<file path="src/rtl/rth_pkg.sv">
// ----------------------------------------------------------------------------
// rth_pkg - shared types and constants of the rgb to hsl pixel converter
// widths of the divider operands, reciprocal constants for the lightness
// scaling, and the records that travel down the pipeline beside the dividers
// ----------------------------------------------------------------------------
package rth_pkg;

  localparam int unsigned ChanW      = 8;
  localparam int unsigned SumW       = 9;
  localparam int unsigned SatNumW    = 16;
  localparam int unsigned SatDenW    = 9;
  localparam int unsigned HueNumW    = 14;
  localparam int unsigned HueDenW    = 8;
  localparam int unsigned QuoW       = 8;
  localparam int unsigned LxW        = 17;
  localparam int unsigned HueW       = 10;
  localparam int unsigned RgbTop     = 255;
  localparam int unsigned RgbSpan    = 2 * RgbTop;
  localparam int unsigned RecipShift = 26;
  localparam int unsigned RecipMul   = (1 << RecipShift) / RgbSpan;
  localparam int unsigned ProdW      = 35;

  typedef enum logic [1:0] {
    MAX_RED,
    MAX_GREEN,
    MAX_BLUE
  } max_chan_t;

  // operands of the three dividers
  typedef struct packed {
    logic [SatNumW-1:0] sat_num;
    logic [SatDenW-1:0] sat_den;
    logic [HueNumW-1:0] hue_num_a;
    logic [HueNumW-1:0] hue_num_b;
    logic [HueDenW-1:0] hue_den;
  } rth_div_in_t;

  // everything the back end needs besides the quotients
  typedef struct packed {
    max_chan_t        sel;
    logic             grey;
    logic             sat_den_zero;
    logic [QuoW-1:0]  light_est;
    logic [LxW-1:0]   light_x;
  } rth_side_t;

endpackage

</file>
<file path="src/rtl/rth_if.sv">
// ----------------------------------------------------------------------------
// rth_if - pixel channels of the rgb to hsl converter
// valid/ready channels carrying one rgb word in and one hsl word out
// ----------------------------------------------------------------------------
interface rth_rgb_if;
  logic       valid;
  logic       ready;
  logic [7:0] red;
  logic [7:0] green;
  logic [7:0] blue;

  modport source (output valid, output red, output green, output blue, input ready);
  modport sink   (input valid, input red, input green, input blue, output ready);
endinterface

interface rth_hsl_if;
  logic       valid;
  logic       ready;
  logic [7:0] hue;
  logic [7:0] saturation;
  logic [7:0] lightness;

  modport source (output valid, output hue, output saturation, output lightness,
                  input ready);
  modport sink   (input valid, input hue, input saturation, input lightness,
                  output ready);
endinterface

</file>
<file path="src/rtl/rth_front.sv">
// ----------------------------------------------------------------------------
// rth_front - first two pipeline stages
// finds max/min and the largest channel, then forms divider operands and the
// lightness estimate
// ----------------------------------------------------------------------------
module rth_front
  import rth_pkg::*;
#(
  parameter int unsigned HSL_SCALE = 252
) (
  input  logic              clk,
  input  logic              rst_n,
  input  logic              en,
  input  logic              in_valid,
  input  logic [ChanW-1:0]  red,
  input  logic [ChanW-1:0]  green,
  input  logic [ChanW-1:0]  blue,
  output logic              out_valid,
  output rth_div_in_t       div_in,
  output rth_side_t         side
);

  localparam int unsigned     Sixth     = HSL_SCALE / 6;
  localparam int unsigned     HalfScale = HSL_SCALE / 2;
  localparam logic [LxW-1:0]  UpperThr  = LxW'((HalfScale + 1) * RgbSpan);
  localparam logic [ProdW-1:0] LightMul = ProdW'(HSL_SCALE) * ProdW'(RecipMul);
  localparam logic [ProdW-1:0] LightOff = ProdW'(RgbTop) * ProdW'(RecipMul);

  // stage 1
  logic [ChanW-1:0] hi, lo, na, nb;
  max_chan_t        sel;

  logic             valid1_r;
  logic [SumW-1:0]  sum1_r;
  logic [ChanW-1:0] diff1_r;
  logic [ChanW-1:0] na1_r;
  logic [ChanW-1:0] nb1_r;
  max_chan_t        sel1_r;

  always_comb begin
    hi = red;
    if (green > hi) hi = green;
    if (blue > hi) hi = blue;
    lo = red;
    if (green < lo) lo = green;
    if (blue < lo) lo = blue;
    // ties go to red first, then green
    if (red == hi) begin
      sel = MAX_RED;
      na  = hi - blue;
      nb  = hi - green;
    end else if (green == hi) begin
      sel = MAX_GREEN;
      na  = hi - red;
      nb  = hi - blue;
    end else begin
      sel = MAX_BLUE;
      na  = hi - green;
      nb  = hi - red;
    end
  end

  always_ff @(posedge clk) begin
    if (!rst_n) begin
      valid1_r <= 1'b0;
    end else if (en) begin
      valid1_r <= in_valid;
    end
  end

  always_ff @(posedge clk) begin
    if (en) begin
      sum1_r  <= SumW'(hi) + SumW'(lo);
      diff1_r <= hi - lo;
      na1_r   <= na;
      nb1_r   <= nb;
      sel1_r  <= sel;
    end
  end

  // stage 2
  logic [LxW-1:0]     light_x;
  logic               upper;
  logic [SatDenW-1:0] sat_den;
  logic [ProdW-1:0]   light_prod;

  logic               valid2_r;
  rth_div_in_t        div_nxt, div_r;
  rth_side_t          side_nxt, side_r;

  always_comb begin
    light_x    = LxW'(sum1_r) * LxW'(HSL_SCALE) + LxW'(RgbTop);
    // lightness above half scale picks the upper saturation divisor
    upper      = (light_x >= UpperThr);
    sat_den    = upper ? (SatDenW'(RgbSpan) - SatDenW'(sum1_r)) : SatDenW'(sum1_r);
    light_prod = ProdW'(sum1_r) * LightMul + LightOff;

    div_nxt.sat_num   = SatNumW'(diff1_r) * SatNumW'(HSL_SCALE) + SatNumW'(sat_den >> 1);
    div_nxt.sat_den   = sat_den;
    div_nxt.hue_num_a = HueNumW'(na1_r) * HueNumW'(Sixth) + HueNumW'(diff1_r >> 1);
    div_nxt.hue_num_b = HueNumW'(nb1_r) * HueNumW'(Sixth) + HueNumW'(diff1_r >> 1);
    div_nxt.hue_den   = diff1_r;

    side_nxt.sel          = sel1_r;
    side_nxt.grey         = (diff1_r == '0);
    side_nxt.sat_den_zero = (sat_den == '0);
    side_nxt.light_est    = light_prod[RecipShift +: QuoW];
    side_nxt.light_x      = light_x;
  end

  always_ff @(posedge clk) begin
    if (!rst_n) begin
      valid2_r <= 1'b0;
    end else if (en) begin
      valid2_r <= valid1_r;
    end
  end

  always_ff @(posedge clk) begin
    if (en) begin
      div_r  <= div_nxt;
      side_r <= side_nxt;
    end
  end

  assign out_valid = valid2_r;
  assign div_in    = div_r;
  assign side      = side_r;

endmodule

</file>
<file path="src/rtl/rth_div.sv">
// ----------------------------------------------------------------------------
// rth_div - pipelined restoring divider
// one quotient bit per stage, msb first; the quotient must fit in QUO_W bits
// ----------------------------------------------------------------------------
module rth_div
  import rth_pkg::*;
#(
  parameter int unsigned NUM_W = 16,
  parameter int unsigned DEN_W = 9,
  parameter int unsigned QUO_W = 8
) (
  input  logic             clk,
  input  logic             en,
  input  logic [NUM_W-1:0] num,
  input  logic [DEN_W-1:0] den,
  output logic [QUO_W-1:0] quo
);

  localparam int unsigned WideW = (NUM_W > DEN_W + QUO_W) ? NUM_W : DEN_W + QUO_W;

  logic [NUM_W-1:0] rem_r [QUO_W-1];
  logic [DEN_W-1:0] den_r [QUO_W-1];
  logic [QUO_W-1:0] quo_r [QUO_W];

  for (genvar k = 0; k < QUO_W; k++) begin : g_stage
    logic [NUM_W-1:0] rem_in;
    logic [DEN_W-1:0] den_in;
    logic [QUO_W-1:0] quo_in;
    logic [WideW-1:0] trial;
    logic             fits;

    if (k == 0) begin : g_first
      assign rem_in = num;
      assign den_in = den;
      assign quo_in = '0;
    end else begin : g_next
      assign rem_in = rem_r[k-1];
      assign den_in = den_r[k-1];
      assign quo_in = quo_r[k-1];
    end

    assign trial = WideW'(den_in) << (QUO_W - 1 - k);
    assign fits  = (WideW'(rem_in) >= trial);

    always_ff @(posedge clk) begin
      if (en) begin
        quo_r[k] <= {quo_in[QUO_W-2:0], fits};
      end
    end

    if (k < QUO_W - 1) begin : g_carry
      logic [WideW-1:0] diff;

      assign diff = WideW'(rem_in) - trial;

      always_ff @(posedge clk) begin
        if (en) begin
          rem_r[k] <= fits ? diff[NUM_W-1:0] : rem_in;
          den_r[k] <= den_in;
        end
      end
    end
  end

  assign quo = quo_r[QUO_W-1];

endmodule

</file>
<file path="src/rtl/rth_back.sv">
// ----------------------------------------------------------------------------
// rth_back - last stage and output register
// assembles hue with wrap-around, clamps saturation, fixes up lightness
// ----------------------------------------------------------------------------
module rth_back
  import rth_pkg::*;
#(
  parameter int unsigned HSL_SCALE = 252
) (
  input  logic             clk,
  input  logic             rst_n,
  input  logic             en,
  input  logic             in_valid,
  input  rth_side_t        side,
  input  logic [QuoW-1:0]  sat_q,
  input  logic [QuoW-1:0]  hue_qa,
  input  logic [QuoW-1:0]  hue_qb,
  output logic             out_valid,
  output logic [7:0]       hue,
  output logic [7:0]       saturation,
  output logic [7:0]       lightness
);

  localparam logic [HueW-1:0] BaseGreen = HueW'(HSL_SCALE / 3);
  localparam logic [HueW-1:0] BaseBlue  = HueW'((2 * HSL_SCALE) / 3);
  localparam logic [HueW-1:0] ScaleHue  = HueW'(HSL_SCALE);
  localparam logic [QuoW-1:0] ScaleQ    = QuoW'(HSL_SCALE);

  logic [HueW-1:0]        base;
  logic signed [HueW-1:0] hue_raw;
  logic signed [HueW-1:0] hue_fix;
  logic [LxW-1:0]         light_rem;
  logic [QuoW-1:0]        light_nxt;
  logic [QuoW-1:0]        sat_nxt;
  logic [7:0]             hue_nxt;

  logic                   valid_r;
  logic [7:0]             hue_r;
  logic [7:0]             sat_r;
  logic [7:0]             light_r;

  always_comb begin
    unique case (side.sel)
      MAX_RED:   base = '0;
      MAX_GREEN: base = BaseGreen;
      MAX_BLUE:  base = BaseBlue;
      default:   base = '0;
    endcase

    hue_raw = HueW'(base) + HueW'(hue_qa) - HueW'(hue_qb);
    if (hue_raw < 0) begin
      hue_fix = hue_raw + $signed(ScaleHue);
    end else if (hue_raw > $signed(ScaleHue)) begin
      hue_fix = hue_raw - $signed(ScaleHue);
    end else begin
      hue_fix = hue_raw;
    end

    if (side.grey) begin
      hue_nxt = BaseBlue[7:0];
      sat_nxt = '0;
    end else begin
      hue_nxt = hue_fix[7:0];
      if (side.sat_den_zero) begin
        sat_nxt = '0;
      end else if (sat_q > ScaleQ) begin
        sat_nxt = ScaleQ;
      end else begin
        sat_nxt = sat_q;
      end
    end

    // reciprocal estimate is exact or one low
    light_rem = side.light_x - LxW'(side.light_est) * LxW'(RgbSpan);
    light_nxt = (light_rem >= LxW'(RgbSpan)) ? side.light_est + QuoW'(1) : side.light_est;
  end

  always_ff @(posedge clk) begin
    if (!rst_n) begin
      valid_r <= 1'b0;
    end else if (en) begin
      valid_r <= in_valid;
    end
  end

  always_ff @(posedge clk) begin
    if (en) begin
      hue_r   <= hue_nxt;
      sat_r   <= sat_nxt;
      light_r <= light_nxt;
    end
  end

  assign out_valid  = valid_r;
  assign hue        = hue_r;
  assign saturation = sat_r;
  assign lightness  = light_r;

endmodule

</file>
<file path="src/rtl/rgb_to_hsl_pixel.sv">
// ----------------------------------------------------------------------------
// rgb_to_hsl_pixel - streaming rgb to hsl pixel converter
// converts an 8-bit rgb word per unstalled clock to hue, saturation, lightness
// ----------------------------------------------------------------------------
// usage:
//   in_pix carries red, green, blue; out_pix carries hue, saturation,
//   lightness, all on a 0..HSL_SCALE scale. both are valid/ready channels,
//   a word moves on a clock edge with valid and ready high.
//   from acceptance to out_pix.valid a word passes two front stages,
//   eight divider stages (one quotient bit each) and the output register.
//   throughput is one word per clock unless out_pix stalls; the eight-stage
//   restoring dividers for saturation and the two hue deltas set the depth.
//   the whole pipeline advances together: when the output register holds a
//   word that is not taken, every stage holds and in_pix.ready drops, so
//   nothing is lost or repeated. an empty output register keeps ready high.
//   a synchronous reset (rst_n low) clears all valid bits; no words are
//   in flight afterwards and no clearing time is needed.
// ----------------------------------------------------------------------------
module rgb_to_hsl_pixel
  import rth_pkg::*;
#(
  parameter int unsigned HSL_SCALE = 252
) (
  input  logic          clk,
  input  logic          rst_n,
  rth_rgb_if.sink       in_pix,
  rth_hsl_if.source     out_pix
);

  logic         en;
  logic         front_valid;
  rth_div_in_t  div_in;
  rth_side_t    front_side;
  logic [QuoW-1:0] sat_q, hue_qa, hue_qb;
  logic         back_valid;

  // side records delayed alongside the divider stages
  logic         vld_r  [QuoW];
  rth_side_t    side_r [QuoW];

  assign en           = !back_valid || out_pix.ready;
  assign in_pix.ready = en;

  rth_front #(.HSL_SCALE(HSL_SCALE)) u_front (
    .clk       (clk),
    .rst_n     (rst_n),
    .en        (en),
    .in_valid  (in_pix.valid),
    .red       (in_pix.red),
    .green     (in_pix.green),
    .blue      (in_pix.blue),
    .out_valid (front_valid),
    .div_in    (div_in),
    .side      (front_side)
  );

  rth_div #(.NUM_W(SatNumW), .DEN_W(SatDenW), .QUO_W(QuoW)) u_div_sat (
    .clk (clk),
    .en  (en),
    .num (div_in.sat_num),
    .den (div_in.sat_den),
    .quo (sat_q)
  );

  rth_div #(.NUM_W(HueNumW), .DEN_W(HueDenW), .QUO_W(QuoW)) u_div_hue_a (
    .clk (clk),
    .en  (en),
    .num (div_in.hue_num_a),
    .den (div_in.hue_den),
    .quo (hue_qa)
  );

  rth_div #(.NUM_W(HueNumW), .DEN_W(HueDenW), .QUO_W(QuoW)) u_div_hue_b (
    .clk (clk),
    .en  (en),
    .num (div_in.hue_num_b),
    .den (div_in.hue_den),
    .quo (hue_qb)
  );

  for (genvar k = 0; k < QuoW; k++) begin : g_side
    logic      vld_in;
    rth_side_t side_in;

    if (k == 0) begin : g_first
      assign vld_in  = front_valid;
      assign side_in = front_side;
    end else begin : g_next
      assign vld_in  = vld_r[k-1];
      assign side_in = side_r[k-1];
    end

    always_ff @(posedge clk) begin
      if (!rst_n) begin
        vld_r[k] <= 1'b0;
      end else if (en) begin
        vld_r[k] <= vld_in;
      end
    end

    always_ff @(posedge clk) begin
      if (en) begin
        side_r[k] <= side_in;
      end
    end
  end

  rth_back #(.HSL_SCALE(HSL_SCALE)) u_back (
    .clk        (clk),
    .rst_n      (rst_n),
    .en         (en),
    .in_valid   (vld_r[QuoW-1]),
    .side       (side_r[QuoW-1]),
    .sat_q      (sat_q),
    .hue_qa     (hue_qa),
    .hue_qb     (hue_qb),
    .out_valid  (back_valid),
    .hue        (out_pix.hue),
    .saturation (out_pix.saturation),
    .lightness  (out_pix.lightness)
  );

  assign out_pix.valid = back_valid;

  a_out_range : assert property (@(posedge clk) disable iff (!rst_n)
    out_pix.valid |-> (out_pix.hue <= 8'(HSL_SCALE)) &&
                      (out_pix.saturation <= 8'(HSL_SCALE)) &&
                      (out_pix.lightness <= 8'(HSL_SCALE)))
    else $error("hsl word out of range");

  a_reset_empty : assert property (@(posedge clk)
    !rst_n |=> !out_pix.valid)
    else $error("output valid after reset");

  a_ready_when_empty : assert property (@(posedge clk) disable iff (!rst_n)
    !out_pix.valid |-> in_pix.ready)
    else $error("input stalled with empty output register");

  a_tail_reaches_out : assert property (@(posedge clk) disable iff (!rst_n)
    en && vld_r[QuoW-1] |=> out_pix.valid)
    else $error("word lost between divider tail and output register");

endmodule
</file>
<file path="src/flat_wrapper.sv">
// flat-port wrapper written by rule: the top's interface ports become plain ports
module rgb_to_hsl_pixel_flat import rth_pkg::*;
#(
  parameter int unsigned HSL_SCALE = 252
)
  (clk, rst_n, in_pix_valid, in_pix_red, in_pix_green, in_pix_blue, in_pix_ready, out_pix_valid, out_pix_hue, out_pix_saturation, out_pix_lightness, out_pix_ready);
  rth_rgb_if in_pix_i ();
  rth_hsl_if out_pix_i ();
  input  logic clk;
  input  logic rst_n;
  input wire logic [$bits(in_pix_i.valid)-1:0] in_pix_valid;
  input wire logic [$bits(in_pix_i.red)-1:0] in_pix_red;
  input wire logic [$bits(in_pix_i.green)-1:0] in_pix_green;
  input wire logic [$bits(in_pix_i.blue)-1:0] in_pix_blue;
  output wire logic [$bits(in_pix_i.ready)-1:0] in_pix_ready;
  output wire logic [$bits(out_pix_i.valid)-1:0] out_pix_valid;
  output wire logic [$bits(out_pix_i.hue)-1:0] out_pix_hue;
  output wire logic [$bits(out_pix_i.saturation)-1:0] out_pix_saturation;
  output wire logic [$bits(out_pix_i.lightness)-1:0] out_pix_lightness;
  input wire logic [$bits(out_pix_i.ready)-1:0] out_pix_ready;
  assign in_pix_i.valid = in_pix_valid;
  assign in_pix_i.red = in_pix_red;
  assign in_pix_i.green = in_pix_green;
  assign in_pix_i.blue = in_pix_blue;
  assign in_pix_ready = in_pix_i.ready;
  assign out_pix_valid = out_pix_i.valid;
  assign out_pix_hue = out_pix_i.hue;
  assign out_pix_saturation = out_pix_i.saturation;
  assign out_pix_lightness = out_pix_i.lightness;
  assign out_pix_i.ready = out_pix_ready;
  rgb_to_hsl_pixel #(.HSL_SCALE(HSL_SCALE)) u_core (.clk(clk), .rst_n(rst_n), .in_pix(in_pix_i), .out_pix(out_pix_i));
endmodule
</file>
<file path="config.mk">
export PLATFORM = sky130hd
export DESIGN_NAME = rgb_to_hsl_pixel_flat
export DESIGN_NICKNAME = d
export VERILOG_FILES = /design/src/rtl/rth_pkg.sv /design/src/rtl/rth_if.sv /design/src/rtl/rth_front.sv /design/src/rtl/rth_div.sv /design/src/rtl/rth_back.sv /design/src/rtl/rgb_to_hsl_pixel.sv /design/src/flat_wrapper.sv
export SDC_FILE = /design/constraint.sdc
export NUM_CORES = 2
export LEC_CHECK = 0
export BUFFER_PORTS_ARGS = -buffer_cell sky130_fd_sc_hd__buf_2
export CORE_MARGIN = 1.5
export CORE_UTILIZATION = 45
export DETAILED_ROUTE_END_ITERATION = 6
export HOLD_SLACK_MARGIN = 0.15
export SLEW_MARGIN = 40
export SYNTH_ARGS = -nofsm -noshare
export SYNTH_HDL_FRONTEND = slang
export SYNTH_SLANG_ARGS = --single-unit
</file>
<file path="constraint.sdc">
create_clock -name clk -period 35.3 [get_ports clk]
set_clock_uncertainty 0.1 [all_clocks]
set_input_delay 3.53 -clock clk [delete_from_list [all_inputs] [get_ports clk]]
set_output_delay 3.53 -clock clk [all_outputs]
set_load 0.005 [all_outputs]
</file>
# Yosys cells after proc, flatten, opt, wreduce, memory -nomap -nowiden
# Memory sizes are Yosys's and may differ from the RTL's. A register that Yosys moved wholly into a read port is not among the register bits.
# Cells that the tools add are included.
dict set report word_totals {
  ram_bits 915
  latchBits 0
  memories 11
  romBits 0
  out_inout_bits 26
  inputBits 28
  word_cells 177
  register_bits 151
}
dict set report classes {
  n_eq_ne 4
  addsub 38
  div 0
  n_bitwise 8
  n_reduce_logical 7
  order_cmp 33
  shift 0
  n_mux 49
  n_mul 6
}
# name words width rd rd_ports_with_merged_regs write_ports line
set memory_table {}
lappend memory_table {u_core.side_r 8 29 8 0 8 rgb_to_hsl_pixel.sv:39} ;# rth_side_t side_r [QuoW];
lappend memory_table {u_core.u_div_sat.rem_r 7 16 7 0 7 rth_div.sv:21} ;# logic [NUM_W-1:0] rem_r [QUO_W-1];
lappend memory_table {u_core.u_div_hue_a.rem_r 7 14 7 0 7 rth_div.sv:21}
lappend memory_table {u_core.u_div_hue_b.rem_r 7 14 7 0 7 rth_div.sv:21}
lappend memory_table {u_core.u_div_hue_a.quo_r 8 8 8 0 8 rth_div.sv:23} ;# logic [QUO_W-1:0] quo_r [QUO_W];
lappend memory_table {u_core.u_div_hue_b.quo_r 8 8 8 0 8 rth_div.sv:23}
lappend memory_table {{+5 memories} n/a n/a n/a n/a n/a n/a}
# op count
set op_table {}
lappend op_table {{14-bit two-way mux} 14}
lappend op_table {{16-bit two-way mux} 7}
lappend op_table {{8-bit two-way mux} 12}
lappend op_table {{14-bit subtractor} 4}
lappend op_table {{34-bit by 25-bit adder with 34-bit output, second input constant} 1}
lappend op_table {{8-bit subtractor} 4}
lappend op_table {{9-bit by 22-bit multiplier with 31-bit output, second input constant} 1}
lappend op_table {{14-bit by 15-bit greater-or-equal comparator with 1-bit output} 2}
lappend op_table {{14-bit by 7-bit adder with 14-bit output} 2}
lappend op_table {{14-bit by 10-bit greater-or-equal comparator with 1-bit output} 2}
lappend op_table {{14-bit by 11-bit greater-or-equal comparator with 1-bit output} 2}
lappend op_table {{14-bit by 12-bit greater-or-equal comparator with 1-bit output} 2}
lappend op_table {{14-bit by 13-bit greater-or-equal comparator with 1-bit output} 2}
lappend op_table {{14-bit greater-or-equal comparator} 2}
lappend op_table {{14-bit by 8-bit greater-or-equal comparator with 1-bit output} 2}
lappend op_table {{14-bit by 9-bit greater-or-equal comparator with 1-bit output} 2}
lappend op_table {{14-bit by 10-bit subtractor with 14-bit output} 2}
lappend op_table {{14-bit by 11-bit subtractor with 14-bit output} 2}
lappend op_table {{14-bit by 12-bit subtractor with 14-bit output} 2}
lappend op_table {{14-bit by 13-bit subtractor with 14-bit output} 2}
lappend op_table {{14-bit by 9-bit subtractor with 14-bit output} 2}
lappend op_table {{8-bit by 5-bit multiplier with 13-bit output, second input constant} 2}
lappend op_table {{8-bit by 8-bit adder with 9-bit output} 2}
lappend op_table {{17-bit by 8-bit adder with 17-bit output, second input constant} 1}
lappend op_table {{other kinds (46)} 69}

# Depth between registers and ports, before layout
# An unclocked memory read counts as a cell.
dict set report depth {
  depth_word 8
  ltp_mapped 31
  ltp_nobuf 29
}

# By module
# From an unflattened synthesis, not the netlist that was laid out.
dict set report unflattened {
  hier_cells 4485
  hier_area_um2 55654.6
}
# module instances area_each_um2 cells_each
set by_module_without_submodules {}
lappend by_module_without_submodules {{rth_div (u_core.u_div_hue_a ...)} 2 9407.8 730}
lappend by_module_without_submodules {rth_front 1 14153.6 1400}
lappend by_module_without_submodules {{rth_div (u_core.u_div_sat)} 1 11008.1 887}
lappend by_module_without_submodules {rgb_to_hsl_pixel 1 7290.7 253}
lappend by_module_without_submodules {rth_back 1 4386.7 485}

# Least setup slack after synthesis
# OpenSTA, ideal clock, no wires.
dict set report synth_path {
  path_kind {input-to-output}
  from {input out_pix_ready}
  to {output in_pix_ready}
  path_slack_ns 4.659
  stages 3
  arrival_time_ns 27.011
  n_path_buf 1
  cell_sequence {nor2b_1 -> inv_1 -> clkbuf_1}
}
dict set report synth_via {
  elab_chain_len 1
}
# item line
set synth_rtl {}
lappend synth_rtl {{start: declaration} flat_wrapper.sv:20} ;# input wire logic [$bits(out_pix_i.ready)-1:0] out_pix_ready;
lappend synth_rtl {{1-bit logical OR} rgb_to_hsl_pixel.sv:41} ;# assign en = !back_valid || out_pix.ready;
lappend synth_rtl {{end: declaration} flat_wrapper.sv:15} ;# output wire logic [$bits(in_pix_i.ready)-1:0] in_pix_ready;
# No other way between the ends.

# Worst setup path after layout
dict set report layout_path {
  from {input in_pix_red[1]}
  to {register u_core.u_front.na1_r[7], data pin}
}
dict set report layout_via {
  elab_chain_len 7
  word_cells_on_any_way 11
  cone_classes {add/sub: 3; order compare: 2; eq/ne: 2; mux: 4}
}
# item line
set layout_rtl {}
lappend layout_rtl {{start: declaration} flat_wrapper.sv:12} ;# input wire logic [$bits(in_pix_i.red)-1:0] in_pix_red;
lappend layout_rtl {{8-bit > comparator} rth_front.sv:42} ;# if (green > hi) hi = green;
lappend layout_rtl {{8-bit two-way mux} rth_front.sv:42}
lappend layout_rtl {{8-bit > comparator} rth_front.sv:43} ;# if (blue > hi) hi = blue;
lappend layout_rtl {{8-bit two-way mux} rth_front.sv:43}
lappend layout_rtl {{8-bit subtractor, or another cell as far along} rth_front.sv:58} ;# na = hi - green;
lappend layout_rtl {{8-bit two-way mux} rth_front.sv:52} ;# end else if (green == hi) begin
lappend layout_rtl {{8-bit two-way mux *} rth_front.sv:48} ;# if (red == hi) begin
lappend layout_rtl {{net u_core.u_front.na[7]} rth_front.sv:30} ;# logic [ChanW-1:0] hi, lo, na, nb;
lappend layout_rtl {{end signal: assignment} rth_front.sv:75} ;# na1_r <= na;
lappend layout_rtl {{end: declaration} rth_front.sv:36} ;# logic [ChanW-1:0] na1_r;
# Mark *: on every way through the listed nets, which the timed path passes. The rest lies on a longest branch.
# A chain may end at the register's enable or synchronous reset.

==> results.yml <==
clock_network:
  clk_pin_slew_ns: 0.07
  ctsResizeCount: 0
  clk_latency_ns: 0.66
  cts_tree: "done"
  ctsHoldBuffers: 0
  cts_buffer_depth: 3
  cts_buffers: 96
  cts.sinks: 869
  clockRootBuffer: "clkbuf_16"
  htree_levels: 3
  cts_setup_buffers: 0
routing:
  vias_per_cell: 4.98
  drtAntennaViolNets: 0
  drt_iter0_drc: 1280
  firstDrtPassIters: 5
  wirelength_um: 87100
  route.detailed.drc: 0
  via_count: 28900
  routedWlPerCell_um: 15.0
cells_and_area:
  drive_above_1_share_pct: 6.91
  final_common_cell: "edfxtp_1"
  area.growth.synth_to_final_pct: 10.4
  mostFrequentLayoutCells: "edfxtp_1, inv_1, ha_1"
  num_antenna_cells: 0
  layout.nets: 4905
floorplanning:
  start_util_pct: 45.4
  dieWidth_um: 337
  die_h_um: 337
  io_pins: 54
  std_cell_rows: 122
  die_area_sq_mm: 0.114
  core_area_sq_mm: 0.111
place:
  globalplace.congestion: 0.834
  portBuffers: 53
  hpwl_um: 67100
yosys:
  yosysTopAreaCell: "edfxtp_1"
  yosys_warnings: 0
  yosysUniqueCellTypes: 97
  synth.top_cells.by_area: "edfxtp_1, ha_1, fa_1"
  synth_area_per_cell_sq_um: 12.2
  synthFlopType: "edfxtp_1"
  async_flop_share_pct: 0
  synth-edff-count: 865
  synth.cell_area_sq_mm: 0.0503
  syn_inst: 4120
  syn_nets: 4785
  ys_ff_latch: 869
  synth_top_cell_area_share_pct: 51.6
  ys_seq_area_share_pct: 51.8
global_route:
  grt_max_degree: 117
  use_met1_pct: 20.0
  grt-busiest-layer: "met2"
  grt_pass1_vias: 29400
  grt_usage_pct: 15.7
  use_met2_pct: 27.5
  grt_pass1_wl_um: 145000
  grt_antenna_before_repair: 0
  grt.overflow.total: 0
  use_met3_pct: 2.09
critical_path:
  crit_path_end_kind: "register"
  worstPathMaxFanout: 14
  crit_required_ns: 35.58
  critPathLaunchType: "input pin"
  arrival_ns: 8.95
  criticalPathCategory: "input pin to register"
timing:
  tns_ns: 0
  fin_crit_sh_pct: 24.6
  max_freq_mhz: 115
  setup_viol: 0
  maxSlewHeadroom_pct: 46.6
  hold_viol: 0
  max_slew.worst_pin.slew_ns: 0.795
  rsz0062_at_grt: "false"
  fin_crit_ns: 8.68
  drv_slew: 0
outcome:
  status: "finished, final reports clean"
hold_path:
  hp-class: "register to register"
job:
  cap_violations: 0
-- metrics by stage --
stage	cell area (sq um)	instances	hold slack [ns]	setup slack (ns)	utilization (%)
finish	55600	5800	0.304	26.62	50.2
global placement	52400	5628	0.300	25.36	47.3
CTS	55600	5800	0.302	26.65	50.1
global route	55600	5800	0.310	26.19	50.2
floorplan	50300	4120	0.300	4.66	-
detailed placement	52500	5630	0.305	25.92	47.4
-- cells by family after synthesis --
family                   count (synthesis)  synth area share, %
XOR/XNOR                               317                 5.53
AND/OR/NAND/NOR                        856                 8.70
AO/OA/AOI/OAI                          774                 9.74
multiplexers                            91                 1.89
adder cells (fa/ha/maj)                637                 18.1
buffers and inverters                  576                 4.31
flip-flops                             869                 51.8
-- worst max-delay path, stage by stage --
cell      delay [ns]
buf_2           0.10
inv_1           0.10
ha_1            0.30
nor2b_1         0.13
o21a_1          0.11
o21a_1          0.10
o21bai_1        0.13
a21oi_2         0.59
mux2i_1         0.39
ha_1            0.31
and4_1          0.23
a32oi_1         0.20
buf_4           0.23
mux2i_2         0.68
ha_1            0.38
a21o_1          0.16
a21o_1          0.19
a21oi_1         0.16
o21bai_1        0.11
a21o_1          0.19
a21oi_1         0.20
xor2_1          0.18
nand2b_1        0.12
a31oi_1         0.11
-- synth_stat cells (22+ instances only) --
master    instances
nand4_1          34
a21o_1          114
o21bai_1         36
nor3_1           48
mux2_2           32
o31ai_1          27
o21a_1           26
a21oi_1         253
nor4_1           34
xor2_1          119
mux2i_1          58
fa_1            149
and3_1           25
nand2b_1         71
clkbuf_1         39
nor2b_1          77
inv_1           531
ha_1            488
xnor2_1         197
nand2_1         175
edfxtp_1        865
nand3_1          42
and2_1           22
o21ai_0         176
nor2_1          238
a21boi_0         30
-- layer usage --
| metal | routed length, um | up-vias | share of wire [%] |
|---|---|---|---|
| met5 | 0 | - | 0 |
| li1 | - | 15000 | - |
| met2 | 42400 | 290 | 49 |
| met3 | 2420 | 128 | 2.8 |
| met1 | 40200 | 13500 | 46 |
| met4 | 2150 | 0 | 2.5 |
-- flip-flops by register name, summed over array words and instances, names as in the netlist, 9 cells and up --
| signal | flops |
|---|---|
| u_core.u_div_hue_b.den_r | 14 |
| u_core.u_front.sum1_r | 9 |
| u_core.u_div_sat.rem_r | 103 |
| u_core.side_r | 216 |
| u_core.u_front.div_in | 56 |
| u_core.u_div_hue_b.quo_r | 36 |
| u_core.u_div_sat.den_r | 55 |
| u_core.u_div_hue_a.den_r | 32 |
| u_core.u_front.side | 27 |
| u_core.u_div_hue_a.rem_r | 96 |
| u_core.u_div_hue_b.rem_r | 93 |
| u_core.u_div_hue_a.quo_r | 36 |
| u_core.u_div_sat.quo_r | 36 |
-- cell type report --
class	instances	area, sq um
multi-input cells	2675	22200
fillers	9732	55200
repair buffers	67	450
well taps	1488	1860
inverters	531	2000
clock inverters	62	598
flip-flops and latches	869	26100
clock buffers	108	2470
-- path summary, 6_finish.rpt --
path              cells after the start                   endpoint  slack, ns                      from
setup reg to reg                     25  u_core.u_front.div_in[57]      27.08  u_core.u_front.sum1_r[6]
hold reg to reg                       0       u_core.side_r[0][19]       0.30   u_core.u_front.side[19]
setup / recovery                     24    u_core.u_front.na1_r[7]      26.62             in_pix_red[1]
hold / removal                        0       u_core.side_r[0][19]       0.30   u_core.u_front.side[19]
Power is left out: the tool's default activity adds up to more than one toggle a clock period on the data nets, which glitch-free logic cannot reach.
